--- src/hw/rtl/maf_pkg.sv ---
// ----------------------------------------------------------------------------
// maf_pkg
// Shared types and fixed constants of the moving-average setpoint block.
// ----------------------------------------------------------------------------
package maf_pkg;

  localparam int SAMPLE_W     = 12;
  localparam int OFFSET_W     = 15;
  localparam int SPAN_W       = 8;
  localparam int MEAN_W       = 20;
  localparam int FREQ_W       = 17;
  localparam int PROD_W       = MEAN_W + SPAN_W;
  localparam int FULL_SCALE_W = 12;
  localparam int FULL_SCALE   = 4095;
  localparam int CFG_IDX_W    = 1;
  localparam int CFG_DATA_W   = 15;

  localparam logic [CFG_IDX_W-1:0] CFG_FREQ_OFFSET = 1'b0;
  localparam logic [CFG_IDX_W-1:0] CFG_FREQ_SPAN   = 1'b1;

  localparam logic [OFFSET_W-1:0] FREQ_OFFSET_RESET = 15'd1536;
  localparam logic [SPAN_W-1:0]   FREQ_SPAN_RESET   = 8'd114;

  typedef enum logic [2:0] {
    ST_IDLE,
    ST_SUM,
    ST_DIV_MEAN,
    ST_MUL,
    ST_DIV_FREQ,
    ST_DONE
  } maf_state_t;

endpackage

--- src/hw/rtl/maf_ring.sv ---
// ----------------------------------------------------------------------------
// maf_ring
// Sample ring memory: one write port and one registered read port.
// ----------------------------------------------------------------------------
module maf_ring #(
  parameter int DEPTH = 50,
  parameter int AW    = 6,
  parameter int DW    = 12
) (
  input  logic          clk,
  input  logic          we,
  input  logic [AW-1:0] waddr,
  input  logic [DW-1:0] wdata,
  input  logic          re,
  input  logic [AW-1:0] raddr,
  output logic [DW-1:0] rdata
);

  logic [DW-1:0] mem [DEPTH];

  always_ff @(posedge clk) begin
    if (we) begin
      mem[waddr] <= wdata;
    end
  end

  always_ff @(posedge clk) begin
    if (re) begin
      rdata <= mem[raddr];
    end
  end

endmodule

--- src/hw/rtl/maf_serial_div.sv ---
// ----------------------------------------------------------------------------
// maf_serial_div
// Restoring divider that produces one quotient bit per clock cycle.
// ----------------------------------------------------------------------------
module maf_serial_div #(
  parameter int DW = 28,
  parameter int VW = 12
) (
  input  logic          clk,
  input  logic          rst,
  input  logic          start,
  input  logic [DW-1:0] dividend,
  input  logic [VW-1:0] divisor,
  output logic          done,
  output logic [DW-1:0] quotient
);

  localparam int CNT_W = $clog2(DW + 1);

  logic             busy;
  logic [CNT_W-1:0] cnt;
  logic [VW-1:0]    rem;
  logic [VW-1:0]    dvs;
  logic [VW:0]      trial;
  logic [VW:0]      diff;
  logic             ge;

  // The partial remainder stays below the divisor, so the difference fits VW bits.
  assign trial = {rem, quotient[DW-1]};
  assign diff  = trial - {1'b0, dvs};
  assign ge    = (trial >= {1'b0, dvs});

  always_ff @(posedge clk) begin
    if (rst) begin
      busy <= 1'b0;
      done <= 1'b0;
      cnt  <= '0;
    end else begin
      done <= 1'b0;
      if (start) begin
        busy <= 1'b1;
        cnt  <= CNT_W'(DW);
      end else if (busy) begin
        cnt <= cnt - CNT_W'(1);
        if (cnt == CNT_W'(1)) begin
          busy <= 1'b0;
          done <= 1'b1;
        end
      end
    end
  end

  always_ff @(posedge clk) begin
    if (start) begin
      quotient <= dividend;
      rem      <= '0;
      dvs      <= divisor;
    end else if (busy) begin
      quotient <= {quotient[DW-2:0], ge};
      rem      <= ge ? diff[VW-1:0] : trial[VW-1:0];
    end
  end

endmodule

--- src/hw/rtl/maf_serial_mul.sv ---
// ----------------------------------------------------------------------------
// maf_serial_mul
// Shift-and-add multiplier that consumes one multiplier bit per clock cycle.
// ----------------------------------------------------------------------------
module maf_serial_mul (
  input  logic                            clk,
  input  logic                            rst,
  input  logic                            start,
  input  logic [maf_pkg::MEAN_W-1:0]      mcand,
  input  logic [maf_pkg::SPAN_W-1:0]      mplier,
  output logic                            done,
  output logic [maf_pkg::PROD_W-1:0]      product
);

  localparam int CNT_W = $clog2(maf_pkg::SPAN_W + 1);

  logic                       busy;
  logic [CNT_W-1:0]           cnt;
  logic [maf_pkg::PROD_W-1:0] mc;
  logic [maf_pkg::SPAN_W-1:0] mp;

  always_ff @(posedge clk) begin
    if (rst) begin
      busy <= 1'b0;
      done <= 1'b0;
      cnt  <= '0;
    end else begin
      done <= 1'b0;
      if (start) begin
        busy <= 1'b1;
        cnt  <= CNT_W'(maf_pkg::SPAN_W);
      end else if (busy) begin
        cnt <= cnt - CNT_W'(1);
        if (cnt == CNT_W'(1)) begin
          busy <= 1'b0;
          done <= 1'b1;
        end
      end
    end
  end

  always_ff @(posedge clk) begin
    if (start) begin
      product <= '0;
      mc      <= maf_pkg::PROD_W'(mcand);
      mp      <= mplier;
    end else if (busy) begin
      if (mp[0]) begin
        product <= product + mc;
      end
      mc <= {mc[maf_pkg::PROD_W-2:0], 1'b0};
      mp <= {1'b0, mp[maf_pkg::SPAN_W-1:1]};
    end
  end

endmodule

--- src/hw/rtl/moving_average_freq_setpoint_core.sv ---
// ----------------------------------------------------------------------------
// moving_average_freq_setpoint_core
// Windowed mean of converter samples mapped linearly to a frequency setpoint.
// ----------------------------------------------------------------------------
// Each accepted sample request enters a ring of the last WINDOW samples and
// updates a running sum. The mean is the sum in Q.8 divided by the number of
// samples seen so far, or by WINDOW once the ring has filled, rounded down.
// The setpoint is freq_offset_q8 + floor(mean_q8 * freq_span_hz / 4095) in
// Q.8 hertz. One request is processed at a time. The shared bit-serial
// divider (28 bits wide for WINDOW up to 256) runs once for the mean and
// once for the setpoint scaling, with the serial multiply over the 8-bit
// span in between. A finished result sits in an output register, so the
// next sample request is taken while the previous result is still waiting.
// The ring needs no clearing after reset since entries are only read once
// written.
// ----------------------------------------------------------------------------
module moving_average_freq_setpoint_core #(
  parameter int WINDOW = 50
) (
  input  logic                              clk,
  input  logic                              rst,
  input  logic                              cfg_we,
  input  logic [maf_pkg::CFG_IDX_W-1:0]     cfg_index,
  input  logic [maf_pkg::CFG_DATA_W-1:0]    cfg_data,
  input  logic                              sample_valid,
  output logic                              sample_ready,
  input  logic [maf_pkg::SAMPLE_W-1:0]      adc_sample,
  output logic                              result_valid,
  input  logic                              result_ready,
  output logic [maf_pkg::MEAN_W-1:0]        mean_q8,
  output logic [maf_pkg::FREQ_W-1:0]        freq_setpoint_q8,
  output logic                              window_full
);

  // Sum must hold WINDOW full-scale samples; the count must hold WINDOW itself.
  localparam int SUM_W  = $clog2(WINDOW * maf_pkg::FULL_SCALE + 1);
  localparam int POS_W  = $clog2(WINDOW);
  localparam int CNT_W  = $clog2(WINDOW + 1);
  localparam int DIV_DW = (SUM_W + 8 > maf_pkg::PROD_W) ? SUM_W + 8 : maf_pkg::PROD_W;
  localparam int DIV_VW = (CNT_W > maf_pkg::FULL_SCALE_W) ? CNT_W : maf_pkg::FULL_SCALE_W;

  maf_pkg::maf_state_t state, state_next;

  // Configuration registers.
  logic [maf_pkg::OFFSET_W-1:0] freq_offset;
  logic [maf_pkg::SPAN_W-1:0]   freq_span;

  // Filter state.
  logic [SUM_W-1:0]             running_sum;
  logic [SUM_W-1:0]             running_sum_next;
  logic [POS_W-1:0]             write_position;
  logic                         ring_filled;
  logic [maf_pkg::SAMPLE_W-1:0] sample;
  logic [maf_pkg::SAMPLE_W-1:0] old_sample;
  logic [CNT_W-1:0]             count;

  // Results of the current request before they move to the output register.
  logic [maf_pkg::MEAN_W-1:0]   mean_hold;
  logic [maf_pkg::FREQ_W-1:0]   freq_hold;
  logic                         full_hold;

  // Datapath control.
  logic                         accept;
  logic                         ring_we;
  logic                         div_start;
  logic [DIV_DW-1:0]            div_dividend;
  logic [DIV_VW-1:0]            div_divisor;
  logic                         div_done;
  logic [DIV_DW-1:0]            div_quotient;
  logic                         mul_start;
  logic                         mul_done;
  logic [maf_pkg::PROD_W-1:0]   mul_product;
  logic                         load_result;

  assign accept = sample_valid && sample_ready;

  // Configuration writes; an index beyond the list is ignored.
  always_ff @(posedge clk) begin
    if (rst) begin
      freq_offset <= maf_pkg::FREQ_OFFSET_RESET;
      freq_span   <= maf_pkg::FREQ_SPAN_RESET;
    end else if (cfg_we) begin
      case (cfg_index)
        maf_pkg::CFG_FREQ_OFFSET: freq_offset <= cfg_data[maf_pkg::OFFSET_W-1:0];
        maf_pkg::CFG_FREQ_SPAN:   freq_span   <= cfg_data[maf_pkg::SPAN_W-1:0];
        default: ;
      endcase
    end
  end

  // The ring is read at the acceptance edge and written in the next cycle, so
  // the entry about to be overwritten is available for the sum update.
  maf_ring #(
    .DEPTH (WINDOW),
    .AW    (POS_W),
    .DW    (maf_pkg::SAMPLE_W)
  ) u_ring (
    .clk   (clk),
    .we    (ring_we),
    .waddr (write_position),
    .wdata (sample),
    .re    (accept),
    .raddr (write_position),
    .rdata (old_sample)
  );

  // The oldest sample is dropped only after the ring has wrapped once. The
  // intermediate may wrap, but the final sum always fits SUM_W bits.
  always_comb begin
    running_sum_next = running_sum + SUM_W'(sample);
    if (ring_filled) begin
      running_sum_next = running_sum_next - SUM_W'(old_sample);
    end
  end

  assign count = ring_filled ? CNT_W'(WINDOW) : CNT_W'(write_position) + CNT_W'(1);

  always_ff @(posedge clk) begin
    if (rst) begin
      running_sum    <= '0;
      write_position <= '0;
      ring_filled    <= 1'b0;
    end else if (state == maf_pkg::ST_SUM) begin
      running_sum <= running_sum_next;
      if (write_position == POS_W'(WINDOW - 1)) begin
        write_position <= '0;
        ring_filled    <= 1'b1;
      end else begin
        write_position <= write_position + POS_W'(1);
      end
    end
  end

  always_ff @(posedge clk) begin
    if (accept) begin
      sample <= adc_sample;
    end
    if (state == maf_pkg::ST_SUM) begin
      full_hold <= ring_filled || (write_position == POS_W'(WINDOW - 1));
    end
    if ((state == maf_pkg::ST_DIV_MEAN) && div_done) begin
      mean_hold <= div_quotient[maf_pkg::MEAN_W-1:0];
    end
    if ((state == maf_pkg::ST_DIV_FREQ) && div_done) begin
      freq_hold <= maf_pkg::FREQ_W'(freq_offset) + div_quotient[maf_pkg::FREQ_W-1:0];
    end
  end

  // One divider serves both the mean and the scaling by full scale.
  maf_serial_div #(
    .DW (DIV_DW),
    .VW (DIV_VW)
  ) u_div (
    .clk      (clk),
    .rst      (rst),
    .start    (div_start),
    .dividend (div_dividend),
    .divisor  (div_divisor),
    .done     (div_done),
    .quotient (div_quotient)
  );

  // The multiply starts in the cycle the mean leaves the divider, so it takes
  // the mean straight from the quotient.
  maf_serial_mul u_mul (
    .clk     (clk),
    .rst     (rst),
    .start   (mul_start),
    .mcand   (div_quotient[maf_pkg::MEAN_W-1:0]),
    .mplier  (freq_span),
    .done    (mul_done),
    .product (mul_product)
  );

  always_ff @(posedge clk) begin
    if (rst) begin
      state <= maf_pkg::ST_IDLE;
    end else begin
      state <= state_next;
    end
  end

  always_comb begin
    state_next = state;
    case (state)
      maf_pkg::ST_IDLE: begin
        if (accept) begin
          state_next = maf_pkg::ST_SUM;
        end
      end
      maf_pkg::ST_SUM: begin
        state_next = maf_pkg::ST_DIV_MEAN;
      end
      maf_pkg::ST_DIV_MEAN: begin
        if (div_done) begin
          state_next = maf_pkg::ST_MUL;
        end
      end
      maf_pkg::ST_MUL: begin
        if (mul_done) begin
          state_next = maf_pkg::ST_DIV_FREQ;
        end
      end
      maf_pkg::ST_DIV_FREQ: begin
        if (div_done) begin
          state_next = maf_pkg::ST_DONE;
        end
      end
      maf_pkg::ST_DONE: begin
        if (load_result) begin
          state_next = maf_pkg::ST_IDLE;
        end
      end
      default: begin
        state_next = maf_pkg::ST_IDLE;
      end
    endcase
  end

  always_comb begin
    sample_ready = 1'b0;
    ring_we      = 1'b0;
    div_start    = 1'b0;
    mul_start    = 1'b0;
    load_result  = 1'b0;
    div_dividend = DIV_DW'(mul_product);
    div_divisor  = DIV_VW'(maf_pkg::FULL_SCALE);
    case (state)
      maf_pkg::ST_IDLE: begin
        sample_ready = !rst;
      end
      maf_pkg::ST_SUM: begin
        ring_we      = 1'b1;
        div_start    = 1'b1;
        div_dividend = DIV_DW'({running_sum_next, 8'd0});
        div_divisor  = DIV_VW'(count);
      end
      maf_pkg::ST_DIV_MEAN: begin
        mul_start = div_done;
      end
      maf_pkg::ST_MUL: begin
        div_start = mul_done;
      end
      maf_pkg::ST_DIV_FREQ: begin
      end
      maf_pkg::ST_DONE: begin
        load_result = !result_valid || result_ready;
      end
      default: begin
      end
    endcase
  end

  // Output register: holds a result until it is taken.
  always_ff @(posedge clk) begin
    if (rst) begin
      result_valid <= 1'b0;
    end else if (load_result) begin
      result_valid <= 1'b1;
    end else if (result_ready) begin
      result_valid <= 1'b0;
    end
  end

  always_ff @(posedge clk) begin
    if (rst) begin
      window_full <= 1'b0;
    end else if (load_result) begin
      window_full <= full_hold;
    end
  end

  always_ff @(posedge clk) begin
    if (load_result) begin
      mean_q8          <= mean_hold;
      freq_setpoint_q8 <= freq_hold;
    end
  end

endmodule

--- config.mk ---
export PLATFORM = sky130hd
export DESIGN_NAME = moving_average_freq_setpoint_core
export DESIGN_NICKNAME = d
export VERILOG_FILES = /design/src/hw/rtl/maf_pkg.sv /design/src/hw/rtl/maf_ring.sv /design/src/hw/rtl/maf_serial_div.sv /design/src/hw/rtl/maf_serial_mul.sv /design/src/hw/rtl/moving_average_freq_setpoint_core.sv
export SDC_FILE = /design/constraint.sdc
export NUM_CORES = 1
export LEC_CHECK = 0
export BUFFER_PORTS_ARGS = -buffer_cell sky130_fd_sc_hd__buf_2
export CORE_UTILIZATION = 50
export DETAILED_ROUTE_END_ITERATION = 10
export GPL_TIMING_DRIVEN = 0
export PLACE_DENSITY = 0.66
export SLEW_MARGIN = 15
export SYNTH_ARGS = -nofsm -noshare
export SYNTH_HDL_FRONTEND = slang
export SYNTH_HIERARCHICAL = 1
export SYNTH_SLANG_ARGS = --single-unit
--- constraint.sdc ---
create_clock -name clk -period 11.9 [get_ports clk]
set_clock_uncertainty 0.15 [all_clocks]
set_input_delay 1.19 -clock clk [delete_from_list [all_inputs] [get_ports clk]]
set_output_delay 1.19 -clock clk [all_outputs]
set_load 0.01 [all_outputs]
==> results.cfg, run 1 <==
[status]
status = completed

[setup_path]
crit_chain = ha_1 -> a211oi_1 -> o21ai_1 -> a21o_1 -> a21o_1 -> a21o_1 -> a21oi_2 -> xnor2_1 -> ha_1 -> a21o_1 -> a21o_1 -> a211oi_4 -> o21ai_0 -> and3b_1 -> nor4b_2 -> xnor2_1 -> o21ai_1 -> mux2_2
cp-end-kind = flop
crit_buf_inv = 0
cpMostUsedCell = a21o_1
cp-start-kind = flop
cp.required_ns = 12.15
cp.arrival_ns = 6.14
critPathKind = reg -> reg
crit_fanout = 13
critPathTopFamily = compound AO/OA/AOI/OAI gates
cpPeakStageDelay_ns = 0.88
critPathSlowestCell = edfxtp_1

[floorplan]
die-area_um2 = 78520
die_w_um = 280.2
core_um2 = 76330
rows = 101
dieHeight_um = 280.2
ios = 73
start_util_pct = 50.71

[power]
powerDensity_nw_per_um2 = 161.9
peakVddDrop_mv = 0.1461
p_leak_nw = 14.79
total_power_mw = 7.139

[sta]
rsz0062_at_grt = false
max-slew-margin-rel_pct = 15.87
min_period_ns = 5.892
post-route-period-util_pct = 49.51
report.final.setup_viol = 0
hold_viol = 0
setup_ws_ns = 6.008
worstMarginPinSlew_ns = 1.262
tns_ns = 0
slew_viol_final = 0
timing.fmax_mhz = 169.7

[placed_design]
port_buffers = 72
gp_congestion = 0.9137
dp.cells = 3854
place_ws_ns = 6.174
dp_hpwl_um = 71400
dpl_cell_area_um2 = 41060

[finish]
layout-drive-gt1-share_pct = 16.14
n_fill_cell = 6085
antennaDiodeCount = 0
area_growth_pct = 13.90
mostFrequentLayoutCells = 767 x edfxtp_1, 249 x mux2i_1, 186 x nand2_1
final_cell_count_no_fill = 4022
design_area_um2 = 44080
final_common_cell = edfxtp_1
nets = 3040

[cts]
hold_buffers = 0
clkSlewWorstSetupHoldPaths_ns = 0.06
post_cts_resized = 0
cts_tree = done
clock-sinks = 881
cts-root-buf = clkbuf_16
clk_latency_ns = 0.65
cts.htree.levels = 3
cts_setup_buffers = 0
numCtsBuffers = 92
clock_path_buffers = 3

[synth]
yosysTopAreaCell = edfxtp_1
synth_edf_count = 767
ys_top_cells_by_area = edfxtp_1 60%, mux2i_1 6.4%, dfxtp_1 5.9%
synthSimpleGateAreaFrac_pct = 8.289
synth_cell_type_count = 99
synth_compound_area_share_pct = 8.654
synthesis.area_um2 = 38700
ys_seq_elements = 881
ys_seq_area_share_pct = 65.41
synth-warning-count = 6
synth_top_family_by_area = multiplexers
syn_inst = 2712
synthAdderAreaFrac_pct = 2.974
avgSynthCellArea_um2 = 14.27
synth_top_area_share_pct = 59.51
synth_xor_area_share_pct = 1.584
syn_nets = 2834
muxShareOfSynthArea_pct = 10.52
ys.flop_type = edfxtp_1
async_flop_share_pct = 0

[grt]
grt_use_met2_pct = 39.62
grt_pass1_wl_um = 147300
antenna_found_initial = 1
grt_pass1_vias = 23600
grt_busiest_layer = met2
gr-usage-all-layers_pct = 25.28
grtUsageMet1_pct = 36.61
grt_max_degree = 29
gr-usage-met3_pct = 3.547
gr-total-overflow = 0

[routing]
drt-initial-drc-count = 2325
drt_pass1_iterations = 8
routed_via_density = 6.019
postRouteAntennaNets = 0
wire_per_inst_um = 24.72
drcViolationCount = 0
vias = 24210
wl_um = 99430

[run]
maxCapViolations = 0

[min_path]
hold_path_class = reg -> reg
path summary, 6_finish.rpt:
check,startpoint,end,slack [ns],cells past startpoint
setup / recovery,sample[1],u_div/quotient[24],6.01,18
hold / removal,freq_hold[2],freq_setpoint_q8[2],0.25,0
setup reg to reg,sample[1],u_div/quotient[24],6.01,18
hold reg to reg,freq_hold[2],freq_setpoint_q8[2],0.25,0
metrics by stage:
stage / util (%) / hold slack, ns
5_1_grt: 57.76 / 0.2704
2_1_floorplan: - / 0.2503
3_3_place_gp: 52.87 / 0.2518
6_report: 57.76 / 0.2496
4_1_cts: 57.67 / 0.2547
3_5_place_dp: 53.79 / 0.2545
where the power goes:
| group | internal, mW | switching (mW) | leakage (nW) |
|---|---|---|---|
| registers | 3.43 | 0.0659 | 7.84 |
| clock network | 1.61 | 1.20 | 1.43 |
| logic | 0.344 | 0.490 | 5.52 |
layout make-up:
| cell class | instances | area [um2] | area share, % |
|---|---|---|---|
| Sequential cell | 881 | 25310 | 57.42 |
| Multi-Input combinational cell | 1645 | 12540 | 28.44 |
| Clock buffer | 115 | 2419 | 5.486 |
| Tap cell | 1030 | 1289 | 2.923 |
| Timing Repair Buffer | 112 | 988.4 | 2.242 |
| Buffer | 135 | 803.3 | 1.822 |
| Clock inverter | 53 | 543.0 | 1.232 |
| Inverter | 51 | 191.4 | 0.4343 |
cells by family (layout without fill, tap and decap cells):
group,count (synthesis),in the layout
flops,881,881
simple gates,658,658
mux,349,349
xor+xnor,70,70
buf+inv,186,466
fa+ha+maj,89,89
compound gates,479,479
synth_stat cells, types with 11 or more instances:
cell,n
edfxtp_1,767
mux2i_1,249
nand2_1,186
nor2_1,171
a21oi_1,115
dfxtp_1,114
ha_1,84
nor3_1,67
clkbuf_1,64
mux2_2,59
o21ai_0,58
a22oi_1,57
inv_1,50
nand3_1,47
a22o_1,40
mux4_2,40
xnor2_1,37
xor2_1,33
a31oi_1,29
a21o_1,27
a211oi_1,25
and2_1,24
buf_4,23
nand2b_1,23
nor2b_1,23
nand4_1,22
and3_1,15
o21a_1,15
buf_6,14
or3_1,14
buf_2,13
a311oi_1,12
buf_1,12
nand3b_1,12
nor3b_1,11
o21bai_1,11
layer usage:
| layer | part of all wire [%] | vias up |
|---|---|---|
| li1 | - | 10860 |
| met1 | 44 | 12230 |
| met2 | 46 | 953 |
| met3 | 7.4 | 159 |
| met4 | 2.7 | 0 |
| met5 | 0 | - |
worst reg2reg max path: stages (launching register included):
cell and delay (ns):
edfxtp_1 0.88, ha_1 0.40, a211oi_1 0.30, o21ai_1 0.24
a21o_1 0.21, a21o_1 0.20, a21o_1 0.22, a21oi_2 0.29
xnor2_1 0.19, ha_1 0.33, a21o_1 0.21, a21o_1 0.21
a211oi_4 0.34, o21ai_0 0.32, and3b_1 0.35, nor4b_2 0.24
xnor2_1 0.20, o21ai_1 0.08, mux2_2 0.29
state kept, by name, indices dropped and copies added, names as in the netlist, 17 cells and up:
name	cells
u_ring/mem	600
u_div/quotient	28
u_mul/mc	28
u_mul/product	28
mean_hold	20
mean_q8	20
running_sum	18
freq_hold	17
freq_setpoint_q8	17
No activity file was read; power rests on OpenSTA's default activity.
==> run 2: changes to the inputs <==
Clock period 11.9 ns to 5.8 ns, I/O delays scaled along.
==> run 2 against run 1 <==
Compared with the run above: final area grew 0.47%; critical endpoint unchanged; fmax grew 4.5%; sequential share of layout area decreased by 0.27 points; critical path type unchanged.
==> results.cfg, run 2 (synthesis gave the netlist of run 1 again) <==
[cts]
clock-sinks = 881
clock_path_buffers = 3
post_cts_resized = 0
clk_latency_ns = 0.65
clkSlewWorstSetupHoldPaths_ns = 0.06
cts_tree = done
numCtsBuffers = 92
cts.htree.levels = 3
cts-root-buf = clkbuf_16

[sta]
max-slew-margin-rel_pct = 16.30
whs_ns = 0.03674
min_period_ns = 5.637
report.final.setup_viol = 0
post-route-period-util_pct = 97.19
slew_viol_final = 0
timing.fmax_mhz = 177.4
hold_viol = 0
worstMarginPinSlew_ns = 1.255

[power]
p_comb_share_pct = 11.8
internal_power_mw = 11.05
peakVddDrop_mv = 0.3002
seqPwrFrac_pct = 48.9
netSwitchingPower_mw = 3.619
p_leak_nw = 14.89
powerDensity_nw_per_um2 = 331.1
switching_share_pct = 24.68
p_clk_share_pct = 39.3

[finish]
final_common_cell = edfxtp_1
antennaDiodeCount = 0
mostFrequentLayoutCells = 767 x edfxtp_1, 249 x mux2i_1, 186 x nand2_1
final_util_pct = 58.03
layout-drive-gt1-share_pct = 16.23
area_growth_pct = 14.44
top_register = u_ring/mem
final_cell_count_no_fill = 4043
nets = 3061
n_fill_cell = 6067
largest_register_ffs = 600

[routing]
vias = 24280
drt_pass1_iterations = 6
routed_via_density = 6.006
drcViolationCount = 0
postRouteAntennaNets = 0
drt-initial-drc-count = 2491
wire_per_inst_um = 24.69
wl_um = 99800

[setup_path]
cp-end-kind = flop
cp.arrival_ns = 5.88
cp-start-kind = flop
crit_fanout = 6
cp.required_ns = 6.05
critPathKind = reg -> reg

[floorplan]
core_um2 = 76330
dieHeight_um = 280.2
ios = 73
rows = 101
die_w_um = 280.2
die-area_um2 = 78520
start_util_pct = 50.71

[grt]
grt_max_degree = 29
gr-usage-all-layers_pct = 25.34
grt_use_met2_pct = 39.81
gr-total-overflow = 0
grt_pass1_wl_um = 147700
antenna_found_initial = 1
grt_pass1_vias = 23710
grt_busiest_layer = met2
grtUsageMet1_pct = 36.64
gr-usage-met3_pct = 3.514

[placed_design]
gp_congestion = 0.9137
dp.cells = 3854
dp_hpwl_um = 71400
port_buffers = 72

[run]
maxCapViolations = 0

[status]
status = completed

[min_path]
hold_path_class = in -> reg
## run 2: what timing repair did
action / in CTS / in global routing
endpoints found under the hold margin: 15 / 0
hold buffers: 15 / 0
buffers inserted: 0 / 6
setup endpoints to repair: 0 / 3
## run 2: power groups by stage
stage | sequential (mW) | clock [mW] | combinational [mW]
floorplan | 7.27 | 0 | 1.21
global placement | 7.37 | 0 | 1.55
detailed placement | 7.30 | 0 | 1.69
CTS | 7.17 | 5.86 | 1.70
global route | 7.18 | 6.08 | 1.88
finish | 7.17 | 5.76 | 1.73
## run 2: layout make-up
cell class              instances  area (um2)  share of cell area, %
plain buffers                 135       803.3                  1.814
clock buffers                 115        2419                  5.461
clock inverters                53       543.0                  1.226
inverters                      51       191.4                 0.4322
multi-input cells            1645       12540                  28.30
flip-flops and latches        881       25310                  57.15
well taps                    1030        1289                  2.910
repair buffers                133        1196                  2.701
## run 2: layer usage
| layer | share of wire [%] | wire (um) |
|---|---|---|
| met1 | 44 | 43850 |
| met3 | 7.6 | 7540 |
| met2 | 46 | 45640 |
| met5 | 0 | 0 |
| met4 | 2.8 | 2770 |
## run 2: path summary, 6_finish.rpt
kind                 from                  end  slack (ns)  depth (start not counted)
min           cfg_data[4]       freq_offset[4]        0.04                          3
max reg2reg     sample[0]   u_div/quotient[24]        0.16                         18
max             sample[0]   u_div/quotient[24]        0.16                         18
min reg2reg  freq_hold[2]  freq_setpoint_q8[2]        0.25                          0
## run 2: worst max-delay path, cell delays in order (launching register included)
cell	delay, ns
edfxtp_1	0.62
ha_1	0.34
a211oi_1	0.33
o21ai_1	0.25
a21o_1	0.21
a21o_1	0.20
a21o_1	0.22
a21oi_2	0.29
xnor2_1	0.19
ha_1	0.33
a21o_1	0.21
a21o_1	0.21
a211oi_4	0.34
o21ai_0	0.32
and3b_1	0.35
nor4b_2	0.25
xnor2_1	0.20
o21ai_1	0.08
mux2_2	0.29
## run 2: stage by stage
stage | setup TNS [ns] | instance area, um2 | power (mW) | setup WS [ns]
after global routing | -0.0009246 | 44290 | 15.14 | -0.0009246
after global placement | -64.51 | 40350 | 8.914 | -1.049
final | 0 | 44290 | 14.66 | 0.1629
after CTS | 0 | 44170 | 14.73 | 0.05344
after floorplan | 0 | 38700 | 8.480 | 0.7514
after detailed placement | 0 | 41060 | 8.989 | 0.07438
